===== src/hdl/bicycle_pose_update_defines.svh =====
// Assertion macros shared by the pose update RTL.
// Depends on clk_i and rst_ni being present in the module that uses them.
`ifndef BICYCLE_POSE_UPDATE_DEFINES_SVH
`define BICYCLE_POSE_UPDATE_DEFINES_SVH
`ifndef SYNTH
`define BPU_ASSERT_IMPL(lbl, ante, cons, msg) \
  lbl: assert property (@(posedge clk_i) disable iff (!rst_ni) (ante) |-> (cons)) \
    else $error(msg);
`define BPU_ASSERT_NEXT(lbl, ante, cons, msg) \
  lbl: assert property (@(posedge clk_i) disable iff (!rst_ni) (ante) |=> (cons)) \
    else $error(msg);
`else
`define BPU_ASSERT_IMPL(lbl, ante, cons, msg)
`define BPU_ASSERT_NEXT(lbl, ante, cons, msg)
`endif
`endif


===== src/hdl/bpu_pkg.sv =====
// Shared constants, widths and the CORDIC arctangent table for the pose update.
// No dependencies.
package bpu_pkg;

  localparam int CORDIC_STEPS_DEF = 16;
  localparam int FRAC_BITS_DEF    = 16;

  // CORDIC angle (Q32), vector (Q30) and divisor widths
  localparam int ZW = 36;
  localparam int XW = 34;
  localparam int DW = 34;

  localparam longint PI_Q32      = 64'sd13493037705;
  localparam longint HALF_PI_Q32 = 64'sd6746518852;
  localparam longint UNIT30      = 64'sd1073741824;
  localparam longint GAIN30      = 64'sd652032874;

  localparam int CFG_IDX_W  = 3;
  localparam int CFG_DATA_W = 32;
  localparam logic [CFG_IDX_W-1:0] REG_WHEELBASE     = 3'd0;
  localparam logic [CFG_IDX_W-1:0] REG_START_X       = 3'd1;
  localparam logic [CFG_IDX_W-1:0] REG_START_Y       = 3'd2;
  localparam logic [CFG_IDX_W-1:0] REG_START_HEADING = 3'd3;

  // atan(2^-i) in Q32
  function automatic logic signed [ZW-1:0] atan_q32(input logic [4:0] i);
    logic signed [ZW-1:0] r;
    unique case (i)
      5'd0:  r = 36'sd3373259426;
      5'd1:  r = 36'sd1991351318;
      5'd2:  r = 36'sd1052175346;
      5'd3:  r = 36'sd534100635;
      5'd4:  r = 36'sh00FFAADDC;
      5'd5:  r = 36'sh007FF556F;
      5'd6:  r = 36'sh003FFEAAB;
      5'd7:  r = 36'sh001FFFD55;
      5'd8:  r = 36'sh000FFFFAB;
      5'd9:  r = 36'sh0007FFFF5;
      5'd10: r = 36'sh0003FFFFF;
      5'd11: r = 36'sh000200000;
      5'd12: r = 36'sh000100000;
      5'd13: r = 36'sh000080000;
      5'd14: r = 36'sh000040000;
      5'd15: r = 36'sh000020000;
      5'd16: r = 36'sh000010000;
      5'd17: r = 36'sh000008000;
      5'd18: r = 36'sh000004000;
      5'd19: r = 36'sh000002000;
      5'd20: r = 36'sh000001000;
      5'd21: r = 36'sh000000800;
      5'd22: r = 36'sh000000400;
      5'd23: r = 36'sh000000200;
      default: r = '0;
    endcase
    return r;
  endfunction

endpackage


===== src/hdl/bpu_div.sv =====
// Restoring unsigned divider, one quotient bit per cycle, with overflow detect.
// Depends on bpu_pkg for the divisor width.
module bpu_div import bpu_pkg::*; #(
  parameter int QW = FRAC_BITS_DEF + 7,
  parameter int NW = FRAC_BITS_DEF + 38
) (
  input  logic          clk_i,
  input  logic          rst_ni,
  input  logic          start_i,
  input  logic [NW-1:0] num_i,
  input  logic [DW-1:0] den_i,
  output logic          done_o,
  output logic          ovf_o,
  output logic [QW-1:0] quo_o
);

  localparam int CW = $clog2(QW + 1);

  logic [DW-1:0] rem_q, den_q;
  logic [QW-1:0] low_q, quo_q;
  logic [CW-1:0] cnt_q;
  logic          busy_q, done_q, ovf_q;
  logic [DW:0]   rs, rdiff;
  logic          take;

  assign rs    = {rem_q, low_q[QW-1]};
  assign rdiff = rs - {1'b0, den_q};
  assign take  = rs >= {1'b0, den_q};

  always_ff @(posedge clk_i or negedge rst_ni) begin
    if (!rst_ni) begin
      rem_q  <= '0;
      den_q  <= '0;
      low_q  <= '0;
      quo_q  <= '0;
      cnt_q  <= '0;
      busy_q <= 1'b0;
      done_q <= 1'b0;
      ovf_q  <= 1'b0;
    end else begin
      done_q <= 1'b0;
      if (start_i) begin
        den_q <= den_i;
        rem_q <= DW'(num_i[NW-1:QW]);
        low_q <= num_i[QW-1:0];
        quo_q <= '0;
        cnt_q <= '0;
        // quotient would not fit in QW bits
        if ({{(DW+QW-NW){1'b0}}, num_i} >= {den_i, {QW{1'b0}}}) begin
          ovf_q  <= 1'b1;
          done_q <= 1'b1;
        end else begin
          ovf_q  <= 1'b0;
          busy_q <= 1'b1;
        end
      end else if (busy_q) begin
        rem_q <= take ? rdiff[DW-1:0] : rs[DW-1:0];
        quo_q <= {quo_q[QW-2:0], take};
        low_q <= {low_q[QW-2:0], 1'b0};
        cnt_q <= cnt_q + 1'b1;
        if (cnt_q == CW'(QW - 1)) begin
          busy_q <= 1'b0;
          done_q <= 1'b1;
        end
      end
    end
  end

  assign done_o = done_q;
  assign ovf_o  = ovf_q;
  assign quo_o  = quo_q;

endmodule


===== config.mk =====
export PLATFORM = sky130hd
export DESIGN_NAME = bpu_div
export DESIGN_NICKNAME = d
export VERILOG_FILES = /design/src/hdl/bicycle_pose_update_defines.svh /design/src/hdl/bpu_pkg.sv /design/src/hdl/bpu_div.sv
export SDC_FILE = /design/constraint.sdc
export NUM_CORES = 1
export LEC_CHECK = 0
export ABC_AREA = 1
export BUFFER_PORTS_ARGS = -buffer_cell sky130_fd_sc_hd__buf_2
export CORE_ASPECT_RATIO = 0.5
export CORE_MARGIN = 5
export CORE_UTILIZATION = 60
export CTS_BUF_LIST = sky130_fd_sc_hd__clkbuf_4 sky130_fd_sc_hd__clkbuf_8
export CTS_CLUSTER_SIZE = 40
export DETAILED_ROUTE_END_ITERATION = 7
export PLACE_DENSITY = 0.85
export REMOVE_ABC_BUFFERS = 1
export SYNTH_ARGS = -nofsm -noshare
export SYNTH_HDL_FRONTEND = slang
export SYNTH_SLANG_ARGS = --single-unit

===== constraint.sdc =====
create_clock -name clk_i -period 2.5 [get_ports clk_i]
set_clock_uncertainty 0.1 [all_clocks]
set_input_delay 0.375 -clock clk_i [delete_from_list [all_inputs] [get_ports clk_i]]
set_output_delay 0.375 -clock clk_i [all_outputs]
set_load 0.02 [all_outputs]

# After elaboration in Yosys (flattened, before gate mapping)
# Cells that the tools add are included.
totals:
  out_inout_bits: 25
  ff_bits: 122
  in_bits: 91
  wordCells: 32
classes:
  addsub: 2
  eq_ne: 2
  magnitude_cmp: 2
  n_mux: 17
  reduce_logical: 1
op_table:
  columns: ["operator", "count"]
  rows:
  - ["$mux 34", 3]
  - ["$mux 23", 4]
  - ["$ge 54x57->1", 1]
  - ["$ge 35x34->1", 1]
  - ["$sub 34x34->34", 1]
  - ["$mux 5", 2]
  - ["$mux 1", 8]
  - ["$add 5x1->5 const B", 1]
  - ["$eq 5x5->1 const B", 1]
  - ["$ne 2x2->1 const B", 1]
  - ["$reduce_bool 2->1", 1]

# Longest topological paths before layout
# Gate-level depths: netlist of run 1.
logic_depth:
  ltp_word: 4
  mapped_depth: 17
  ltp_nobuf: 16

# Least setup slack after synthesis of run 1
# Ideal clock, no wire load.
synth_path:
  kind: "reg2reg"
  start: "register rem_q[21]"
  end: "register rem_q[11]"
  arrival_time_ns: 1.847
  setup_slack_ns: 0.428
  synth_period_minus_slack_ns: 2.072
  path_buffers: 1
  required_time_ns: 2.275
  setup_ns: 0.125
  path_stages_with_launch: 13
  cell_sequence: "dfrtp_1 -> ha_1 -> a21oi_1 -> nand2_1 -> nand2_1 -> nand2_1 -> nand2_1 -> nand2_1 -> nor2_8 -> buf_2 -> nand3b_1 -> nand3_1 -> nand3_1"
synth_via:
  elab_chain_len: 4
synth_rtl:
  columns: ["element", "line_no", "source"]
  rows:
  - ["start, declared", "bpu_div.sv:19", "logic [DW-1:0] rem_q, den_q;"]
  - ["start signal, assigned", "bpu_div.sv:44", "rem_q <= DW'(num_i[NW-1:QW]);"]
  - ["start signal, assigned", "bpu_div.sv:57", "rem_q <= take ? rdiff[DW-1:0] : rs[DW-1:0];"]
  - ["$ge 35x34->1", "bpu_div.sv:28", "assign take = rs >= {1'b0, den_q};"]
  - ["$mux 34", "bpu_div.sv:57", null]
  - ["$mux 34", "bpu_div.sv:56", "end else if (busy_q) begin"]
  - ["$mux 34", "bpu_div.sv:42", "if (start_i) begin"]
# Every way passes these cells. The select of a mux whose other input is x is not followed.
# A chain may end at the register's enable or synchronous reset.

# Worst setup path in the final report of run 1
layout_path:
  start: "register rem_q[9]"
  end: "register rem_q[15]"
layout_via:
  elab_chain_len: 4
  elab_cells_between_ends: 5
  cone_classes: "add/sub (1); order compare (1); mux (3)"
layout_rtl:
  columns: ["element", "line_no"]
  rows:
  - ["$sub 34x34->34 / $ge 35x34->1 (equally long branches)", "bpu_div.sv:27, bpu_div.sv:28"]
  - ["$mux 34 *", "bpu_div.sv:57"]
  - ["$mux 34 *", "bpu_div.sv:56"]
  - ["$mux 34 *", "bpu_div.sv:42"]
# Every way passes the cells marked *; elsewhere a longest branch is shown, timed or not. The select of a mux whose other input is x is not followed.

==> impl_metrics.toml, run 1 <==
[run_status]
status = "completed"

[final_layout]
fin_nets = 1590
drive_gt1_share_pct = 15.5
diodes = 0
area_growth_pct = 15.9
utilization_pct = 71.4
fillers = 1214

[cts]
htree_levels = 4
clockRootBuffer = "clkbuf_8"
cts_sinks = 122
clk_pin_slew_ns = 0.09
numCtsBuffers = 17
post_cts.repair.setup_buffers = 0
clockBufferDepth = 2
clk_latency_ns = 0.47
cts_tree = "done"

[synth]
ys_ff_latch = 122
synth_cell_types = 42
yosysSeqAreaShare_pct = 34.0
synth_common_cells = "nand2_1 (426), inv_1 (222), dfrtp_1 (122)"
ys_warn_count = 0
synth-edff-count = 0
yosysTopAreaCell = "dfrtp_1"
synth_compound_area_share_pct = 12.2
synth.avg_cell_area_um2 = 6.86
synth-adder-area-share_pct = 9.55
muxShareOfSynthArea_pct = 0
synth_top_flop_cell = "dfrtp_1"
synthArstFlopShare_pct = 100
synth_cells = 1309
synth.area.top_cells = "dfrtp_1 (34%), nand2_1 (18%), ha_1 (9.3%), inv_1 (9.3%), nand3_1 (4.4%)"
synth_top_family_by_area = "simple AND/OR/NAND/NOR gates"
syn_area_mm2 = 0.00898
yosysTopAreaCellShare_pct = 34.0
synth-simple-area-share_pct = 31.3
yosysMostFrequentCell = "nand2_1"
synth-xor-area-share_pct = 1.46

[hold_path]
worst_hold_path.endpoint = "den_q[9]"
min_from = "den_i[9]"
hold_class = "input pin to flip-flop"
hold_depth = 3

[critical_path]
crit_path_end_kind = "flip-flop"
critical_path_arrival_ns = 2.63
path_class = "flip-flop to flip-flop"
r2r_end = "rem_q[15]"
ff2ff_path_depth = 13
critPathMaxFanout = 17
reg2reg_setup_slack_ns = 0.11
reg2reg_from = "rem_q[9]"
required_ns = 2.74
crit_path_start_kind = "flip-flop"

[place]
port-buffer-count = 115
hpwl_um = 21300
place_congestion = 0.983

[power_and_ir_drop]
power_frac_clock_pct = 15.6
seqPwrFrac_pct = 25.3
pwr-share-comb_pct = 59.2
irDropWorstVdd_mv = 0.493
cellPowerDensity_mw_per_mm2 = 1020
sw_frac_of_total_pct = 48.7
p_leak_nw = 5.64
p_sw_mw = 5.16
p_int_mw = 5.43

[routing]
antenna_left = 0
firstDrtPassIters = 6
drt-total-wl_um = 27700
via_per_inst = 5.54
wl_per_cell_um = 16.9
vias = 9097
drt_first_iter_violations = 991
route.detailed.drc = 0

[grt]
first_global_vias = 8672
grt_max_degree = 63
grt_pass1_wl_um = 44200
grt_usage_pct = 31.9
grt-ovfl-total = 0
antenna_found_initial = 1

[floorplan]
die_w_um = 183
die_y_um = 96.5
dieArea_mm2 = 0.0177
ios = 116
core-area_mm2 = 0.0146
rows = 31
start_util_pct = 61.6

[timing]
final-setup-viol-count = 0
max_freq_mhz = 418
worst_slew_pin_slew_ns = 0.650
hold_viol_final = 0
fin_crit_sh_pct = 95.6
fin_hold_ws_ns = 0.0163
fin_crit_ns = 2.39
slew_viol_final = 0
max_slew_margin_pct = 56.7

[flow_run]
cap_viol_max_count = 0
==> metrics by stage <==
step | total power [mW] | cell area [µm²] | cells | setup slack, ns | TNS (ns)
after floorplan | 6.69 | 8810 | 1274 | -0.990 | -27.43
after global placement | 8.41 | 9860 | 1609 | 0.130 | 0
after detailed placement | 8.49 | 9860 | 1609 | 0.0634 | 0
after CTS | 10.2 | 10200 | 1641 | 0.0299 | 0
after global routing | 11.5 | 10400 | 1641 | -0.00163 | -0.00163
final | 10.6 | 10400 | 1641 | 0.109 | 0
==> registers in the layout, summed over array words and instances, names as in the netlist <==
signal	cells
done_o	1
busy_q	1
low_q	23
den_q	34
quo_o	23
ovf_o	1
cnt_q	5
rem_q	34
==> per-layer routing <==
metal / up-vias / part of all wire, % / GRT usage, %
met5: - / 0.025 / 0
met2: 415 / 42 / 48.0
met3: 54 / 9.9 / 9.35
met4: 2 / 1.7 / 7.31
met1: 4202 / 46 / 45.7
li1: 4424 / - / -
==> power by group through the flow <==
stage	Clock [mW]	Combinational (mW)	Sequential [mW]
2_1_floorplan	0	4.09	2.60
3_3_place_gp	0	5.78	2.63
3_5_place_dp	0	5.85	2.65
4_1_cts	1.65	5.90	2.62
5_1_grt	1.75	7.00	2.71
6_report	1.65	6.26	2.67
==> layout make-up <==
type | instances | area (µm²) | share of cell area, %
timing repair buffer | 138 | 817 | 7.85
multi-input combinational | 921 | 5070 | 48.7
inverter | 231 | 871 | 8.36
clock inverter | 12 | 93.8 | 0.901
sequential | 122 | 3050 | 29.3
clock buffer | 19 | 262 | 2.51
tap | 198 | 248 | 2.38
==> repair_timing <==
action	4_1_cts	5_1_grt
hold endpoints to repair	42	0
setup endpoints to repair	0	31
resized for setup	0	35
hold buffers	1	0
==> cells in the final DEF (no fill, tap or decap), drive strengths merged, types with 22 or more instances in the layout <==
| master | count |
|---|---|
| ha | 67 |
| buf | 137 |
| nand2 | 434 |
| inv | 232 |
| nand3 | 80 |
| a22oi | 26 |
| dfrtp | 122 |
| nor2 | 92 |
| nand4 | 22 |
| o22ai | 23 |
| o21ai | 62 |
| a21oi | 43 |
==> worst max-delay path, cell delays in order (launching register included) <==
cell	delay [ns]
dfrtp_1	0.41
ha_1	0.37
nand2_1	0.18
nor2_4	0.15
inv_2	0.07
nor2_4	0.11
nand4_2	0.13
nor2_4	0.16
nor2_8	0.07
nand2_8	0.11
buf_12	0.16
nand2_1	0.06
nand3_1	0.09
nand3_1	0.08
==> cell families (layout without fill, tap and decap cells) <==
family / after synthesis / in the layout
XOR/XNOR: 15 / 15
AO/OA/AOI/OAI: 183 / 183
buffers and inverters: 266 / 400
flip-flops: 122 / 122
adder cells (fa/ha/maj): 68 / 68
AND/OR/NAND/NOR: 655 / 655
==> worst max path at each step <==
stage / start / endpoint / slack [ns] / cells past startpoint
4_1_cts: rem_q[32] / rem_q[15] / 0.03 / 11
3_5_place_dp: rem_q[25] / rem_q[15] / 0.06 / 12
5_1_grt: rem_q[9] / rem_q[0] / -0.002 / 13
3_3_place_gp: rem_q[27] / rem_q[16] / 0.13 / 10
2_1_floorplan: busy_q / low_q[1] / -0.99 / 3
6_report: rem_q[9] / rem_q[15] / 0.11 / 13
Power figures use the tool's default switching activity.
==> run 2, diff against run 1 <==
Settings changed: CORE_UTILIZATION 60 to 40, PLACE_DENSITY 0.85 to 0.62.
==> impl_metrics.toml, run 2 (synthesis results as in run 1) <==
[run_status]
status = "completed"

[cts]
clockBufferDepth = 2
clk_pin_slew_ns = 0.07
cts_tree = "done"
htree_levels = 4
cts_sinks = 122
clk_latency_ns = 0.48
post_cts.repair.setup_buffers = 0
numCtsBuffers = 17
clockRootBuffer = "clkbuf_8"

[final_layout]
drive_gt1_share_pct = 14.9
area_growth_pct = 19.4
final_cell_mix = "nand2_1 (424), inv_1 (222), dfrtp_1 (122), buf_2 (113), nor2_1 (80)"
stdcell_count = 1767
fin_nets = 1613
reg_top3 = "den_q x34, rem_q x34"
diodes = 0
mostFrequentLayoutCell = "nand2_1"

[timing]
max_slew_margin_pct = 62.3
fin_crit_sh_pct = 95.3
hold_viol_final = 0
worst_slew_pin_slew_ns = 0.566
fin_crit_ns = 2.38
slew_viol_final = 0
rsz0062_at_grt = "false"
final-setup-viol-count = 0
max_freq_mhz = 420

[critical_path]
crit_end = "ovf_o"
reg2reg_setup_slack_ns = 0.13
path_common_cell = "nand2_1"
required_ns = 2.81
crit_start = "den_i[25]"
critical_path_arrival_ns = 2.69
slowest_delay_ns = 0.53
reg2reg_from = "rem_q[18]"
r2r_end = "rem_q[30]"
worstPathCellList = "dlygate4sd3_1 > buf_2 > inv_1 > ha_1 > nand2_1 > nor2_1 > nand4_1 > nor2_1 > o211ai_1 > nand4_1 > nand2_1 > nand2_1"
critPathMaxFanout = 3
ff2ff_path_depth = 11
crit_path_end_kind = "flip-flop"
path_class = "input pin to flip-flop"
crit_path_start_kind = "input pin"
crit_slowest_cell = "dlygate4sd3_1"

[floorplan]
rows = 38
ios = 116
dieArea_mm2 = 0.0257
start_util_pct = 41.1
die_y_um = 116
die_w_um = 222
core-area_mm2 = 0.0219

[place]
place_inst = 1712
port-buffer-count = 115
place_congestion = 0.978
hpwl_um = 21500

[power_and_ir_drop]
p_leak_nw = 5.77
total_power_mw = 10.6
cellPowerDensity_mw_per_mm2 = 986
irDropWorstVdd_mv = 0.448

[grt]
first_global_vias = 8565
grt_pass1_wl_um = 44500
grt_usage_pct = 21.7
grt_max_degree = 101
antenna_found_initial = 3
grt-ovfl-total = 0

[hold_path]
hold_class = "input pin to flip-flop"

[routing]
wl_per_cell_um = 15.4
via_per_inst = 4.95
firstDrtPassIters = 5
drt_first_iter_violations = 597
drt-total-wl_um = 27300
vias = 8743
route.detailed.drc = 0
antenna_left = 0

[flow_run]
cap_viol_max_count = 0
run 2: cell types whose count changed in the layout (fill, tap and decap cells not counted), moves of 3 or more:
| cell | before | now |
|---|---|---|
| clkinvlp_4 | 7 | 3 |
| dlygate4sd3_1 | 1 | 23 |
| ha_1 | 56 | 61 |
| ha_2 | 2 | 5 |
| ha_4 | 9 | 1 |
run 2: area by class of cell:
cell class,count,area [µm²]
clock inverter,14,161
clock buffer,18,248
multi-input combinational,921,4980
sequential,122,3050
timing repair buffer,161,1040
tap,300,375
inverter,231,867
fill,2291,11100
run 2: worst min-delay path by stage:
stage              start         to  slack (ns)  cells past startpoint
2_1_floorplan     rst_ni     busy_q       -0.02                      0
3_3_place_gp      rst_ni  low_q[15]        0.30                      1
3_5_place_dp      rst_ni  low_q[16]        0.30                      1
4_1_cts        den_i[18]  den_q[18]       0.004                      3
5_1_grt        den_i[18]  den_q[18]       0.009                      3
6_report       den_i[18]  den_q[18]        0.04                      3
run 2: layer usage:
layer / share of wire, % / vias to the layer above / track usage [%]
met5: 0.12 / - / 0
met1: 53 / 4050 / 32.6
met3: 5.1 / 21 / 5.01
met2: 41 / 205 / 32.3
li1: - / 4461 / -
met4: 0.85 / 6 / 3.86
run 2: power by group:
part / switching [mW] / internal (mW)
registers: 0.283 / 2.35
logic: 3.85 / 2.22
clock network: 0.936 / 0.931
run 2: timing repair:
action,4_1_cts,5_1_grt
endpoints found under the setup margin,0,30
hold buffers,23,0
gates resized for setup,0,24
hold endpoints to repair,62,0
run 2: metrics by stage:
step	utilization, %	setup WS (ns)	setup TNS [ns]	hold slack (ns)	cell area, µm²
CTS	48.6	0.0652	0	0.00439	10600
floorplan	-	-0.990	-27.43	-0.0206	8810
global placement	45.7	0.0846	0	0.300	10000
global route	49.0	0.00145	0	0.00943	10700
finish	49.0	0.118	0	0.0351	10700
detailed placement	45.7	0.0901	0	0.304	10000
run 2: critical path, delay by kind of cell:
family / cells / cell delay [ns]
adder cells (fa/ha/maj): 1 / 0.38
buffers and inverters: 3 / 0.67
AO/OA/AOI/OAI: 1 / 0.12
AND/OR/NAND/NOR: 7 / 1.14
