<file path="src/hdl/bicycle_pose_update_defines.svh">
// Assertion macros shared by the pose update RTL.
// Depends on clk_i and rst_ni being present in the module that uses them.
`ifndef BICYCLE_POSE_UPDATE_DEFINES_SVH
`define BICYCLE_POSE_UPDATE_DEFINES_SVH
`ifndef SYNTH
`define BPU_ASSERT_IMPL(lbl, ante, cons, msg) \
  lbl: assert property (@(posedge clk_i) disable iff (!rst_ni) (ante) |-> (cons)) \
    else $error(msg);
`define BPU_ASSERT_NEXT(lbl, ante, cons, msg) \
  lbl: assert property (@(posedge clk_i) disable iff (!rst_ni) (ante) |=> (cons)) \
    else $error(msg);
`else
`define BPU_ASSERT_IMPL(lbl, ante, cons, msg)
`define BPU_ASSERT_NEXT(lbl, ante, cons, msg)
`endif
`endif

</file>
<file path="src/hdl/bpu_pkg.sv">
// Shared constants, widths and the CORDIC arctangent table for the pose update.
// No dependencies.
package bpu_pkg;

  localparam int CORDIC_STEPS_DEF = 16;
  localparam int FRAC_BITS_DEF    = 16;

  // CORDIC angle (Q32), vector (Q30) and divisor widths
  localparam int ZW = 36;
  localparam int XW = 34;
  localparam int DW = 34;

  localparam longint PI_Q32      = 64'sd13493037705;
  localparam longint HALF_PI_Q32 = 64'sd6746518852;
  localparam longint UNIT30      = 64'sd1073741824;
  localparam longint GAIN30      = 64'sd652032874;

  localparam int CFG_IDX_W  = 3;
  localparam int CFG_DATA_W = 32;
  localparam logic [CFG_IDX_W-1:0] REG_WHEELBASE     = 3'd0;
  localparam logic [CFG_IDX_W-1:0] REG_START_X       = 3'd1;
  localparam logic [CFG_IDX_W-1:0] REG_START_Y       = 3'd2;
  localparam logic [CFG_IDX_W-1:0] REG_START_HEADING = 3'd3;

  // atan(2^-i) in Q32
  function automatic logic signed [ZW-1:0] atan_q32(input logic [4:0] i);
    logic signed [ZW-1:0] r;
    unique case (i)
      5'd0:  r = 36'sd3373259426;
      5'd1:  r = 36'sd1991351318;
      5'd2:  r = 36'sd1052175346;
      5'd3:  r = 36'sd534100635;
      5'd4:  r = 36'sh00FFAADDC;
      5'd5:  r = 36'sh007FF556F;
      5'd6:  r = 36'sh003FFEAAB;
      5'd7:  r = 36'sh001FFFD55;
      5'd8:  r = 36'sh000FFFFAB;
      5'd9:  r = 36'sh0007FFFF5;
      5'd10: r = 36'sh0003FFFFF;
      5'd11: r = 36'sh000200000;
      5'd12: r = 36'sh000100000;
      5'd13: r = 36'sh000080000;
      5'd14: r = 36'sh000040000;
      5'd15: r = 36'sh000020000;
      5'd16: r = 36'sh000010000;
      5'd17: r = 36'sh000008000;
      5'd18: r = 36'sh000004000;
      5'd19: r = 36'sh000002000;
      5'd20: r = 36'sh000001000;
      5'd21: r = 36'sh000000800;
      5'd22: r = 36'sh000000400;
      5'd23: r = 36'sh000000200;
      default: r = '0;
    endcase
    return r;
  endfunction

endpackage

</file>
<file path="src/hdl/bpu_cordic.sv">
// Iterative rotation-mode CORDIC, one micro-rotation per cycle.
// Depends on bpu_pkg for widths, pi constants and the arctangent table.
module bpu_cordic import bpu_pkg::*; #(
  parameter int STEPS = CORDIC_STEPS_DEF
) (
  input  logic                 clk_i,
  input  logic                 rst_ni,
  input  logic                 start_i,
  input  logic signed [ZW-1:0] angle_i,
  input  logic signed [XW-1:0] seed_i,
  output logic                 done_o,
  output logic signed [XW-1:0] cos_o,
  output logic signed [XW-1:0] sin_o
);

  localparam int CW = $clog2(STEPS + 1);
  localparam logic signed [ZW-1:0] PI_Z   = ZW'(PI_Q32);
  localparam logic signed [ZW-1:0] HALF_Z = ZW'(HALF_PI_Q32);

  logic signed [XW-1:0] x_q, y_q;
  logic signed [ZW-1:0] z_q;
  logic                 neg_q, busy_q, done_q;
  logic [CW-1:0]        cnt_q;
  logic signed [XW-1:0] dx, dy;
  logic signed [ZW-1:0] at;

  assign dx = y_q >>> cnt_q;
  assign dy = x_q >>> cnt_q;
  assign at = atan_q32(5'(cnt_q));

  always_ff @(posedge clk_i or negedge rst_ni) begin
    if (!rst_ni) begin
      x_q    <= '0;
      y_q    <= '0;
      z_q    <= '0;
      neg_q  <= 1'b0;
      busy_q <= 1'b0;
      done_q <= 1'b0;
      cnt_q  <= '0;
    end else begin
      done_q <= 1'b0;
      if (start_i) begin
        x_q    <= seed_i;
        y_q    <= '0;
        cnt_q  <= '0;
        busy_q <= 1'b1;
        // fold the angle into the right half plane
        if (angle_i > HALF_Z) begin
          z_q   <= angle_i - PI_Z;
          neg_q <= 1'b1;
        end else if (angle_i < -HALF_Z) begin
          z_q   <= angle_i + PI_Z;
          neg_q <= 1'b1;
        end else begin
          z_q   <= angle_i;
          neg_q <= 1'b0;
        end
      end else if (busy_q) begin
        if (!z_q[ZW-1]) begin
          x_q <= x_q - dx;
          y_q <= y_q + dy;
          z_q <= z_q - at;
        end else begin
          x_q <= x_q + dx;
          y_q <= y_q - dy;
          z_q <= z_q + at;
        end
        cnt_q <= cnt_q + 1'b1;
        if (cnt_q == CW'(STEPS - 1)) begin
          busy_q <= 1'b0;
          done_q <= 1'b1;
        end
      end
    end
  end

  assign done_o = done_q;
  assign cos_o  = neg_q ? -x_q : x_q;
  assign sin_o  = neg_q ? -y_q : y_q;

endmodule

</file>
<file path="config.mk">
export PLATFORM = sky130hd
export DESIGN_NAME = bpu_cordic
export DESIGN_NICKNAME = d
export VERILOG_FILES = /design/src/hdl/bicycle_pose_update_defines.svh /design/src/hdl/bpu_pkg.sv /design/src/hdl/bpu_cordic.sv
export SDC_FILE = /design/constraint.sdc
export NUM_CORES = 1
export LEC_CHECK = 0
export BUFFER_PORTS_ARGS = -buffer_cell sky130_fd_sc_hd__buf_2
export CAP_MARGIN = 10
export CELL_PAD_IN_SITES_DETAIL_PLACEMENT = 1
export CELL_PAD_IN_SITES_GLOBAL_PLACEMENT = 1
export CORE_MARGIN = 5
export CORE_UTILIZATION = 51
export DETAILED_ROUTE_END_ITERATION = 6
export PLACE_DENSITY_LB_ADDON = 0.25
export SYNTH_ARGS = -nofsm -noshare
export SYNTH_HDL_FRONTEND = slang
export SYNTH_SLANG_ARGS = --single-unit
export TNS_END_PERCENT = 10
</file>
<file path="constraint.sdc">
create_clock -name clk_i -period 11.8 [get_ports clk_i]
set_input_delay 2.36 -clock clk_i [delete_from_list [all_inputs] [get_ports clk_i]]
set_output_delay 2.36 -clock clk_i [all_outputs]
set_load 0.02 [all_outputs]
</file>
Yosys cells after proc, flatten, opt, wreduce, memory -nomap -nowiden
Memory sizes are Yosys's and may differ from the RTL's.
Index checks and enable logic that the tools add are counted.

storage, ports and cells
  flip-flop bits (word level) = 112
  ROM bits = 1,024
  input bits = 73
  output and inout bits = 69
  logic and storage cells = 48
  memories kept = 1

memories
  name             depth  bits a word  read ports  clocked after memory_dff  wr ports  RTL line       text
  (no name shown)  32     32           1           0                         0         bpu_pkg.sv:28  unique case (i)

cells by class
  $add $sub $neg = 11
  $lt $le $gt $ge = 2
  eq/ne operators = 1
  shift operators = 2
  muxes and demuxes = 23
  reductions and logical operators = 1

operators by type and width
  cell                      number
  $mux W34                  8
  $mux W36                  5
  $add A34 B34 Y34          2
  $neg A34 Y34              2
  $sshr A34 B5 Y34          2
  $sub A34 B34 Y34          2
  $add A36 B35 Y36 const B  1
  $add A36 B36 Y36          1
  $gt A36 B34 Y1 const B    1
  $lt A36 B34 Y1 const B    1
  $sub A36 B35 Y36 const B  1
  $sub A36 B36 Y36          1
  $mux W5                   2
  $mux W1                   8
  $add A5 B1 Y5 const B     1
  $eq A5 B4 Y1 const B      1
  $reduce_bool A2 Y1        1

Longest topological paths before layout
Gate-level depths: netlist of run 1.

  depth after elaboration = 5
  mapped depth = 30
  gate-level depth less buffers = 24

Worst setup path after synthesis of run 1
OpenSTA, ideal clock, no wires.

  kind = flip-flop to output port
  start point = reg x_q[4]
  end point = out cos_o[31]
  arrival = 4,251 ps
  data required time = 9,440 ps
  slack = 5,189 ps
  cell stages (with the launch flop) = 12
  path buffers = 0
  cells stage by stage = dfrtp_1 or3_1 or3_1 or3_1 or4_4 or4_1 or4_4 or4_1 or2_4 or3_4 o41ai_4 xnor2_1

on the way
  longest elaborated chain between the ends = 2

RTL lines
  what                    RTL line          text
  from (decl)             bpu_cordic.sv:20  logic signed [XW-1:0] x_q, y_q;
  from (signal assigned)  bpu_cordic.sv:43  x_q <= seed_i;
  from (signal assigned)  bpu_cordic.sv:60  x_q <= x_q - dx;
  from (signal assigned)  bpu_cordic.sv:64  x_q <= x_q + dx;
  $neg A34 Y34            bpu_cordic.sv:78  assign cos_o = neg_q ? -x_q : x_q;
  $mux W34                bpu_cordic.sv:78
  to (decl)               bpu_cordic.sv:12  output logic signed [XW-1:0] cos_o,

No other way between the ends.

Worst setup path in the final report of run 1
  start point = reg cnt_q[1]
  end point = reg y_q[32]

on the way
  longest elaborated chain between the ends = 5
  elaborated cells on any way between the ends = 6
  classes of those cells = add/sub (2); shift (1); mux (3)

RTL lines
  what                                                  RTL line                            text
  from (decl)                                           bpu_cordic.sv:23                    logic [CW-1:0] cnt_q;
  from (signal assigned)                                bpu_cordic.sv:68                    cnt_q <= cnt_q + 1'b1;
  $sshr A34 B5 Y34 *                                    bpu_cordic.sv:28                    assign dy = x_q >>> cnt_q;
  $add A34 B34 Y34 or $sub A34 B34 Y34 (tied branches)  bpu_cordic.sv:61, bpu_cordic.sv:65
  $mux W34 *                                            bpu_cordic.sv:59                    if (!z_q[ZW-1]) begin
  $mux W34 *                                            bpu_cordic.sv:58                    end else if (busy_q) begin
  $mux W34 *                                            bpu_cordic.sv:42                    if (start_i) begin
  to (signal assigned)                                  bpu_cordic.sv:61                    y_q <= y_q + dy;
  to (signal assigned)                                  bpu_cordic.sv:65                    y_q <= y_q - dy;
  to (decl)                                             bpu_cordic.sv:20

Mark *: on every way between the ends. The rest lies on a longest branch, timed or not. The select of a mux whose other input is x is not followed.
A chain may end at the register's enable or synchronous reset.

==> impl_metrics.toml, run 1 <==
[logic_synthesis]
synthesis.nets = 2824
synth.top_cell.area_share_pct = 13.8
synth_edf_count = 0
synth_area_um2 = 20300
yosysTopAreaCell = "dfrtp_1"
ys_seq_area_share_pct = 13.8
synth.avg_cell_area_um2 = 7.73
synth-seq-cells = 112
synth_flop_cell = "dfrtp_1"
synth.distinct_cells = 78
synthCells = 2628
ys_warn_count = 0
synth-async-reset-ratio_pct = 100
synthTopCellsByArea = "dfrtp_1 (14%), mux4_2 (9.5%), xnor2_1 (8.4%)"

[timing]
fin_crit_ns = 7.90
slew_headroom_pct = 32.6
clock_skew_ns = 0.0169
setup_viol = 0
finalCritPeriodShare_pct = 66.9
rsz0062_at_grt = "no"
finalMaxSlewViolations = 0
worstMarginPinSlew_ns = 1.01
fin_tns_setup_ns = 0
fmax_ghz = 0.127
hold_violations = 0

[setup_path]
r2r_cells = 21
reg2reg_from = "cnt_q[1]$_DFFE_PN0P_"
startpoint = "cnt_q[1]$_DFFE_PN0P_"
crit_arrival_ns = 8.15
critPathLaunchType = "flop"
required_ns = 12.05
end_kind = "flop"
crit_type = "flop to flop"
r2r_slack_ns = 3.90
r2r-end = "y_q[32]$_DFFE_PN0P_"
worst-path-max-fanout = 42
endpoint = "y_q[32]$_DFFE_PN0P_"

[place]
dp_hpwl_um = 58300
portBuffers = 141
place.gp.congestion = 0.982

[outcome]
status = "finished, final reports clean"

[hold_path]
min_from = "z_q[32]$_DFFE_PN0P_"
hold_class = "flop to flop"

[cells_and_area]
drive_above_1_share_pct = 13.4
finalNetCount = 2785
final_common_cell = "nor2_1"
mostFrequentLayoutCells = "nor2_1 (261), nand2_1 (225), o21ai_0 (195), xnor2_1 (195), a21oi_1 (181)"
area_growth_pct = 5.08

[floorplan]
core_region_area_um2 = 39500
num_io_pins = 142
start_util_pct = 51.4
rows = 73
die_h_um = 210
die_area_um2 = 43900
die_width_um = 210

[global_route]
met3_usage_pct = 4.96
track_usage_pct = 33.8
grt_max_degree = 91
grt-ovfl-total = 0
grt_first_pass_wirelength_um = 120000
use_met1_pct = 41.3
busiest_layer = "met2"
grt_pass1_vias = 21400
grtUsageMet2_pct = 58.8
antenna_found_initial = 1

[power_and_ir_drop]
power.density_nw_per_um2 = 381
leakage_uw = 0.00908
ir_drop_uv = 143
total_power_uw = 8130

[drt]
ant_nets = 0
via_count = 21100
drt_iter0_drc = 1785
wirelength_um = 76900
drc = 0
first_pass_iters = 5
viasPerCell = 6.75
avgRoutedWirePerCell_um = 24.6

[clocking]
clk_pin_slew_ns = 0.09
clockRootBuffer = "clkbuf_16"
clk_latency_ns = 0.42
cts_tree = "yes"
numCtsBuffers = 9
cts_resized = 0
cts_sinks = 112
cts_buffer_depth = 2
h-tree-depth = 3
post_cts_buffers = 0
ctsHoldBuffers = 0

[flow_run]
max_cap_viol_count = 0
## through the flow
| stage | std cells | hold slack, ns | instance area, um^2 | util, % | worst slack, ns |
|---|---|---|---|---|---|
| 2_1_floorplan | 2628 | 0.464 | 20300 | - | 5.19 |
| 3_3_place_gp | 3103 | 0.502 | 21100 | 53.2 | 4.43 |
| 3_5_place_dp | 3103 | 0.520 | 21100 | 53.2 | 4.23 |
| 4_1_cts | 3119 | 0.545 | 21400 | 54.0 | 4.07 |
| 5_1_grt | 3119 | 0.554 | 21400 | 54.0 | 3.48 |
| 6_report | 3120 | 0.546 | 21400 | 54.0 | 3.90 |
## worst max-delay path: stages, from the launching register on
cell,delay (ns)
dfrtp_4,0.78
buf_4,0.54
mux4_2,0.58
mux2i_1,0.57
o22ai_1,0.16
nor3_1,0.58
ha_1,0.36
inv_1,0.08
or3_1,0.40
inv_1,0.12
a21oi_1,0.12
xnor2_1,0.21
ha_1,0.37
nand3_1,0.12
or2_2,0.31
o311ai_0,0.76
o21ai_0,0.24
o31ai_1,0.66
a221oi_1,0.23
o21ai_0,0.25
xnor2_1,0.14
o22ai_1,0.09
## layout make-up
class	instances	area, um^2
fillers	4973	18200
multi-input cells	2227	16400
flip-flops and latches	112	2820
repair buffers	167	906
well taps	525	657
inverters	72	270
clock buffers	9	225
clock inverters	7	77.6
diodes	1	2.50
## layer usage
metal / vias to the layer above / routed length, um
met2: 847 / 37400
met3: 218 / 4730
met4: 2 / 3940
met5: - / 20
met1: 10400 / 30800
li1: 9567 / -
## cell usage after synthesis, types with 49 or more instances
| cell | number |
|---|---|
| a21o_1 | 61 |
| a21oi_1 | 181 |
| clkbuf_1 | 153 |
| dfrtp_1 | 112 |
| ha_1 | 120 |
| inv_1 | 69 |
| mux2i_1 | 116 |
| mux4_2 | 86 |
| nand2_1 | 225 |
| nor2_1 | 261 |
| nor3_1 | 49 |
| o21ai_0 | 195 |
| xnor2_1 | 195 |
| xor2_1 | 85 |
## logic make-up after synthesis
| kind of cell | share of synthesized area (%) |
|---|---|
| buffers and inverters | 5.52 |
| flip-flops | 13.8 |
| adder cells (fa/ha/maj) | 7.68 |
| AND/OR/NAND/NOR | 18.6 |
| multiplexers | 17.5 |
| AO/OA/AOI/OAI | 24.9 |
| XOR/XNOR | 12.1 |
## power breakdown
group          switching, uW  leakage (uW)  internal (uW)
clock network            184      0.000152            167
registers                547       0.00135            573
logic                   3750       0.00757           2910
total                   4480       0.00908           3650
## flip-flops by register name, indices dropped and copies added, names as in the netlist
register and cells:
x_q 34, cnt_q 5, z_q 36, y_q 34
neg_q 1, done_o 1, busy_q 1
## worst min-delay path by stage
stage | cells after the start | to
3_3_place_gp | 2 | z_q[27]$_DFFE_PN0P_
3_5_place_dp | 2 | z_q[27]$_DFFE_PN0P_
4_1_cts | 2 | z_q[32]$_DFFE_PN0P_
6_report | 2 | z_q[32]$_DFFE_PN0P_
2_1_floorplan | 2 | z_q[27]$_DFFE_PN0P_
5_1_grt | 2 | z_q[32]$_DFFE_PN0P_
No activity file was read; power rests on OpenSTA's default activity.
==> run 2, diff against run 1 <==
--- a/config.mk
+++ b/config.mk
@@ -10,7 +10,7 @@
 export CELL_PAD_IN_SITES_DETAIL_PLACEMENT = 1
 export CELL_PAD_IN_SITES_GLOBAL_PLACEMENT = 1
 export CORE_MARGIN = 5
-export CORE_UTILIZATION = 51
+export CORE_UTILIZATION = 48
 export DETAILED_ROUTE_END_ITERATION = 6
 export PLACE_DENSITY_LB_ADDON = 0.25
 export SYNTH_ARGS = -nofsm -noshare
==> constraint.sdc (replaced) <==
create_clock -name clk_i -period 8.1 [get_ports clk_i]
set_input_delay 1.62 -clock clk_i [delete_from_list [all_inputs] [get_ports clk_i]]
set_output_delay 1.62 -clock clk_i [all_outputs]
set_load 0.02 [all_outputs]
==> run 2 against run 1 <==
Sequential power increased by 48%; worst hold slack lost 0.0072 ns; register-to-register slack got worse by 3.1 ns; cell area grew 0.51%; cell count increased by 0.80%; flip-flop and latch count unchanged; via count up 0.53%; wire length increased by 3.1%; clock skew is 0.0064 ns lower; largest power group unchanged; maximum frequency rose by 7.9%; sequential share of layout area decreased by 0.067 points.
==> impl_metrics.toml, run 2 (synthesis results as in run 1) <==
[outcome]
status = "finished, final reports clean"

[cells_and_area]
final_common_cell = "nor2_1"
largestRegisters = "z_q: 36 flops, x_q: 34 flops, y_q: 34 flops"
multi_input_area_um2 = 16400
area_growth_pct = 5.62
nFillCells = 5227
drive_above_1_share_pct = 13.8
largest-register = "z_q"
finalNetCount = 2797
seq_area_um2 = 2820
antenna_cells = 0
mostFrequentLayoutCells = "nor2_1 (261), nand2_1 (225), o21ai_0 (195), xnor2_1 (195), a21oi_1 (181)"
largest_reg_flops = 36

[setup_path]
crit_type = "flop to flop"
worst-path-max-fanout = 73
cpPeakStageDelay_ns = 1.10
crit_arrival_ns = 7.62
path_cells = "mux4_2, mux2i_1, a2bb2oi_1, nor3b_1, nand4_1, nor3_1, a21oi_1, xor2_1, ha_1, nand3_1, or2_2, o31ai_1, a21oi_1, o211a_1, o31ai_1, o41ai_1, xnor2_1, nor2_1, mux2_2"
r2r_cells = 19
required_ns = 8.40
slowest_stage = "dfrtp_4"
critPathLaunchType = "flop"
end_kind = "flop"

[clocking]
cts_buffer_depth = 2
clockRootBuffer = "clkbuf_16"
ctsHoldBuffers = 0
numCtsBuffers = 9
cts_resized = 0
post_cts_buffers = 0
cts_tree = "yes"
cts_sinks = 112
clk_latency_ns = 0.41
clk_pin_slew_ns = 0.08
h-tree-depth = 3

[global_route]
antenna_found_initial = 1
grt_pass1_vias = 21800
grt_first_pass_wirelength_um = 124000
grt_max_degree = 93
track_usage_pct = 33.0
grt-ovfl-total = 0

[hold_path]
hold_class = "flop to flop"
min_path_cells = 2

[timing]
clock_skew_ns = 0.0105
setup_viol = 0
hold_violations = 0
fin_tns_setup_ns = 0
slew_headroom_pct = 28.6
fin_crit_ns = 7.32
finalMaxSlewViolations = 0
finalCritPeriodShare_pct = 90.3
rsz0062_at_grt = "no"
worstMarginPinSlew_ns = 1.04
fmax_ghz = 0.137

[power_and_ir_drop]
power.density_nw_per_um2 = 555
leakage_uw = 0.00913
ir_drop_uv = 212
total_power_uw = 11900

[drt]
drc = 0
ant_nets = 0
avgRoutedWirePerCell_um = 25.2
viasPerCell = 6.73
first_pass_iters = 6
via_count = 21200
drt_iter0_drc = 1701
wirelength_um = 79300

[flow_run]
max_cap_viol_count = 0

[place]
portBuffers = 141
dp_hpwl_um = 60700
place.gp.congestion = 1.00

[floorplan]
die_area_um2 = 46600
rows = 75
die_h_um = 216
num_io_pins = 142
core_region_area_um2 = 41900
die_width_um = 216
start_util_pct = 48.5
run 2: worst paths after layout:
| check | startpoint | to | slack (ns) |
|---|---|---|---|
| max | cnt_q[1]$_DFFE_PN0P_ | y_q[33]$_DFFE_PN0P_ | 0.78 |
| min | z_q[27]$_DFFE_PN0P_ | z_q[27]$_DFFE_PN0P_ | 0.54 |
| max reg2reg | cnt_q[1]$_DFFE_PN0P_ | y_q[33]$_DFFE_PN0P_ | 0.78 |
| min reg2reg | z_q[27]$_DFFE_PN0P_ | z_q[27]$_DFFE_PN0P_ | 0.54 |
| max in group asynchronous | rst_ni | busy_q$_DFF_PN0_ | 5.35 |
| min in group asynchronous | rst_ni | x_q[8]$_DFFE_PN0P_ | 1.27 |
run 2: cell type report:
| type | instances | share of cell area [%] |
|---|---|---|
| Clock inverter | 7 | 0.262 |
| Sequential cell | 112 | 13.1 |
| Timing Repair Buffer | 179 | 4.76 |
| Tap cell | 539 | 3.14 |
| Clock buffer | 9 | 1.05 |
| Multi-Input combinational cell | 2227 | 76.4 |
| Inverter | 72 | 1.26 |
run 2: critical path, delay by kind of cell, from the launching register on:
family / cells / cell delay, ns
AO/OA/AOI/OAI: 7 / 2.07
XOR/XNOR: 2 / 0.30
adder cells (fa/ha/maj): 1 / 0.41
flip-flops: 1 / 1.10
multiplexers: 3 / 1.37
AND/OR/NAND/NOR: 6 / 1.93
run 2: metal layers:
metal  routed length (um)  vias to the layer above  GRT usage (%)
met2                38500                      843           57.1
met5                    0                        -              0
met3                 5050                      236           5.31
met4                 4200                        0           15.4
li1                     -                     9614              -
met1                31500                    10500           40.1
run 2: where the power goes:
group | leakage, uW | total [uW] | switching [uW] | internal [uW]
clock | 0.000135 | 473 | 260 | 213
combinational | 0.00764 | 9790 | 5510 | 4280
sequential | 0.00135 | 1660 | 825 | 833
run 2: metrics by stage:
stage                     instance area [um^2]  std cells  setup WS, ns  hold WS [ns]  util (%)
after floorplan                          20300       2628          1.62         0.464         -
after global placement                   21200       3129          1.21         0.493      50.5
after detailed placement                 21200       3129         0.968         0.517      50.5
after CTS                                21500       3145         0.931         0.541      51.2
after global routing                     21500       3145         0.243         0.542      51.2
final                                    21500       3145         0.783         0.539      51.2
==> run 3, diff against run 2 <==
--- a/config.mk
+++ b/config.mk
@@ -5,12 +5,14 @@
 export SDC_FILE = /design/constraint.sdc
 export NUM_CORES = 1
 export LEC_CHECK = 0
+export ABC_AREA = 1
 export BUFFER_PORTS_ARGS = -buffer_cell sky130_fd_sc_hd__buf_2
 export CAP_MARGIN = 10
 export CELL_PAD_IN_SITES_DETAIL_PLACEMENT = 1
 export CELL_PAD_IN_SITES_GLOBAL_PLACEMENT = 1
 export CORE_MARGIN = 5
-export CORE_UTILIZATION = 48
+export CORE_UTILIZATION = 44
+export CTS_BUF_LIST = sky130_fd_sc_hd__clkbuf_8 sky130_fd_sc_hd__clkbuf_16
 export DETAILED_ROUTE_END_ITERATION = 6
 export PLACE_DENSITY_LB_ADDON = 0.25
 export SYNTH_ARGS = -nofsm -noshare
==> run 3 against run 2 <==
Worst setup slack gained 1.3 ns; flip-flop and latch count stayed put; register-to-register slack better by 1.3 ns; critical endpoint is now z_q[21]$_DFFE_PN0P_.
==> impl_metrics.toml, run 3 <==
[floorplan]
num_io_pins = 142
die_width_um = 229
rows = 80
start_util_pct = 44.5
die_h_um = 229
core_region_area_um2 = 47600
die_area_um2 = 52600

[clocking]
clk_latency_ns = 0.41
cts_sinks = 112
h-tree-depth = 3
cts_tree = "yes"
post_cts_buffers = 0
cts_buffer_depth = 2
clockRootBuffer = "clkbuf_16"
clk_pin_slew_ns = 0.09
cts_resized = 0
numCtsBuffers = 9
ctsHoldBuffers = 0

[logic_synthesis]
synth_flop_cell = "dfrtp_1"
ys_warn_count = 0
synth.distinct_cells = 64
synth_area_um2 = 21200
synth-async-reset-ratio_pct = 100
synthesis.nets = 3907
ys_seq_area_share_pct = 13.2
yosysTopAreaCell = "nand2_1"
yosysMostFrequentCell = "nand2_1"
synthCells = 3711
synth_edf_count = 0
synth.avg_cell_area_um2 = 5.71
synth-seq-cells = 112
ys_top_cells_by_count = "nand2_1 (1015), nand3_1 (419), nor2_1 (360)"
synthTopCellsByArea = "nand2_1 (18%), dfrtp_1 (13%), nand3_1 (9.9%)"
synth.top_cell.area_share_pct = 18.0

[timing]
rsz0062_at_grt = "no"
fmax_ghz = 0.165
fin_crit_ns = 6.05
clock_skew_ns = 0.0140
worstMarginPinSlew_ns = 1.03
finalCritPeriodShare_pct = 74.7
setup_viol = 0
hold_violations = 0
finalMaxSlewViolations = 0
slew_headroom_pct = 31.0
fin_tns_setup_ns = 0

[drt]
via_count = 25900
drt_iter0_drc = 2016
wirelength_um = 89800
viasPerCell = 5.96
avgRoutedWirePerCell_um = 20.6
drc = 0
first_pass_iters = 5
ant_nets = 0

[place]
place.gp.congestion = 1.01
dp_hpwl_um = 71700
portBuffers = 141
dp_cells = 4335

[setup_path]
worst-path-max-fanout = 34
crit_arrival_ns = 6.39
cpPeakStageDelay_ns = 0.47
r2r_slack_ns = 2.05
worst_path_most_repeated_cell = "inv_1"
critPathLaunchType = "flop"
slowest_stage = "inv_2"
r2r_cells = 29
reg2reg_from = "cnt_q[1]$_DFFE_PN0P_"
r2r-end = "z_q[21]$_DFFE_PN0P_"
required_ns = 8.44
crit_type = "flop to flop"
end_kind = "flop"

[global_route]
grt-ovfl-total = 0
antenna_found_initial = 1
track_usage_pct = 32.7
grt_max_degree = 81
grt_pass1_vias = 25900
grt_first_pass_wirelength_um = 141000

[cells_and_area]
final_common_cell = "nand2_1"
area_growth_pct = 5.67
nFillCells = 6980
largest_reg_flops = 36
largest-register = "z_q"
finalNetCount = 3927
stdcell_count = 4351
drive_above_1_share_pct = 8.40
mostFrequentLayoutCells = "nand2_1 (1015), nand3_1 (419), nor2_1 (357), inv_1 (353), a21oi_1 (250)"
antenna_cells = 0
largestRegisters = "z_q: 36 flops, x_q: 34 flops, y_q: 34 flops"

[hold_path]
hold_class = "flop to flop"
min_from = "z_q[30]$_DFFE_PN0P_"
hold_end = "z_q[30]$_DFFE_PN0P_"
min_path_cells = 2

[outcome]
status = "finished, final reports clean"

[flow_run]
max_cap_viol_count = 0
[run 3: worst max path at each step]
| stage | from | to | slack, ns |
|---|---|---|---|
| finish | cnt_q[1]$_DFFE_PN0P_ | z_q[21]$_DFFE_PN0P_ | 2.05 |
| global route | cnt_q[0]$_DFFE_PN0P_ | z_q[21]$_DFFE_PN0P_ | 1.55 |
| CTS | cnt_q[1]$_DFFE_PN0P_ | z_q[21]$_DFFE_PN0P_ | 2.13 |
| detailed placement | cnt_q[1]$_DFFE_PN0P_ | z_q[21]$_DFFE_PN0P_ | 2.17 |
| global placement | cnt_q[1]$_DFFE_PN0P_ | z_q[21]$_DFFE_PN0P_ | 2.42 |
| floorplan | cnt_q[0]$_DFFE_PN0P_ | z_q[21]$_DFFE_PN0P_ | 3.63 |
[run 3: critical path, delay by kind of cell (launching register included)]
family	cells	cell delay, ns
DFF	1	0.42
and+or+nand+nor	13	2.23
xor gates and xnor gates	1	0.18
AOI/OAI and AO/OA	6	1.04
buffers and inverters	7	1.40
adders and majority gates	2	0.71
[run 3: kinds of logic (layout without fill, tap and decap cells)]
kind of cell	after synthesis	count (layout)	share of synthesized area [%]
fa+ha+maj	123	123	7.37
compound gates	721	721	19.4
flops	112	112	13.2
simple gates	2006	2006	40.9
xor+xnor	210	210	8.79
buf+inv	539	564	10.4
[run 3: cell type report]
cell class | count | area (um^2) | area share, %
tap | 615 | 769 | 3.44
timing repair buffer | 166 | 896 | 4.00
clock inverter | 6 | 43.8 | 0.196
clock buffer | 10 | 239 | 1.07
inverter | 382 | 1430 | 6.40
multi-input combinational | 3060 | 16200 | 72.4
sequential | 112 | 2810 | 12.5
[run 3: metrics by stage]
step | hold WS (ns) | utilization (%) | setup slack, ns | instance area (um^2)
2_1_floorplan | 0.455 | - | 3.63 | 21200
3_3_place_gp | 0.476 | 46.4 | 2.42 | 22100
3_5_place_dp | 0.492 | 46.4 | 2.17 | 22100
4_1_cts | 0.510 | 47.0 | 2.13 | 22400
5_1_grt | 0.554 | 47.0 | 1.55 | 22400
6_report | 0.511 | 47.0 | 2.05 | 22400
[run 3: metal layers]
layer	part of all wire, %	wire length (um)	GRT usage (%)
met1	43	38400	41.6
met5	0.021	19	0
met2	48	42900	56.7
met3	4.9	4370	3.06
met4	4.6	4120	13.7
Power of run 3 is left out: the tool's default activity adds up to more than one toggle a clock period on the data nets, which glitch-free logic cannot reach.
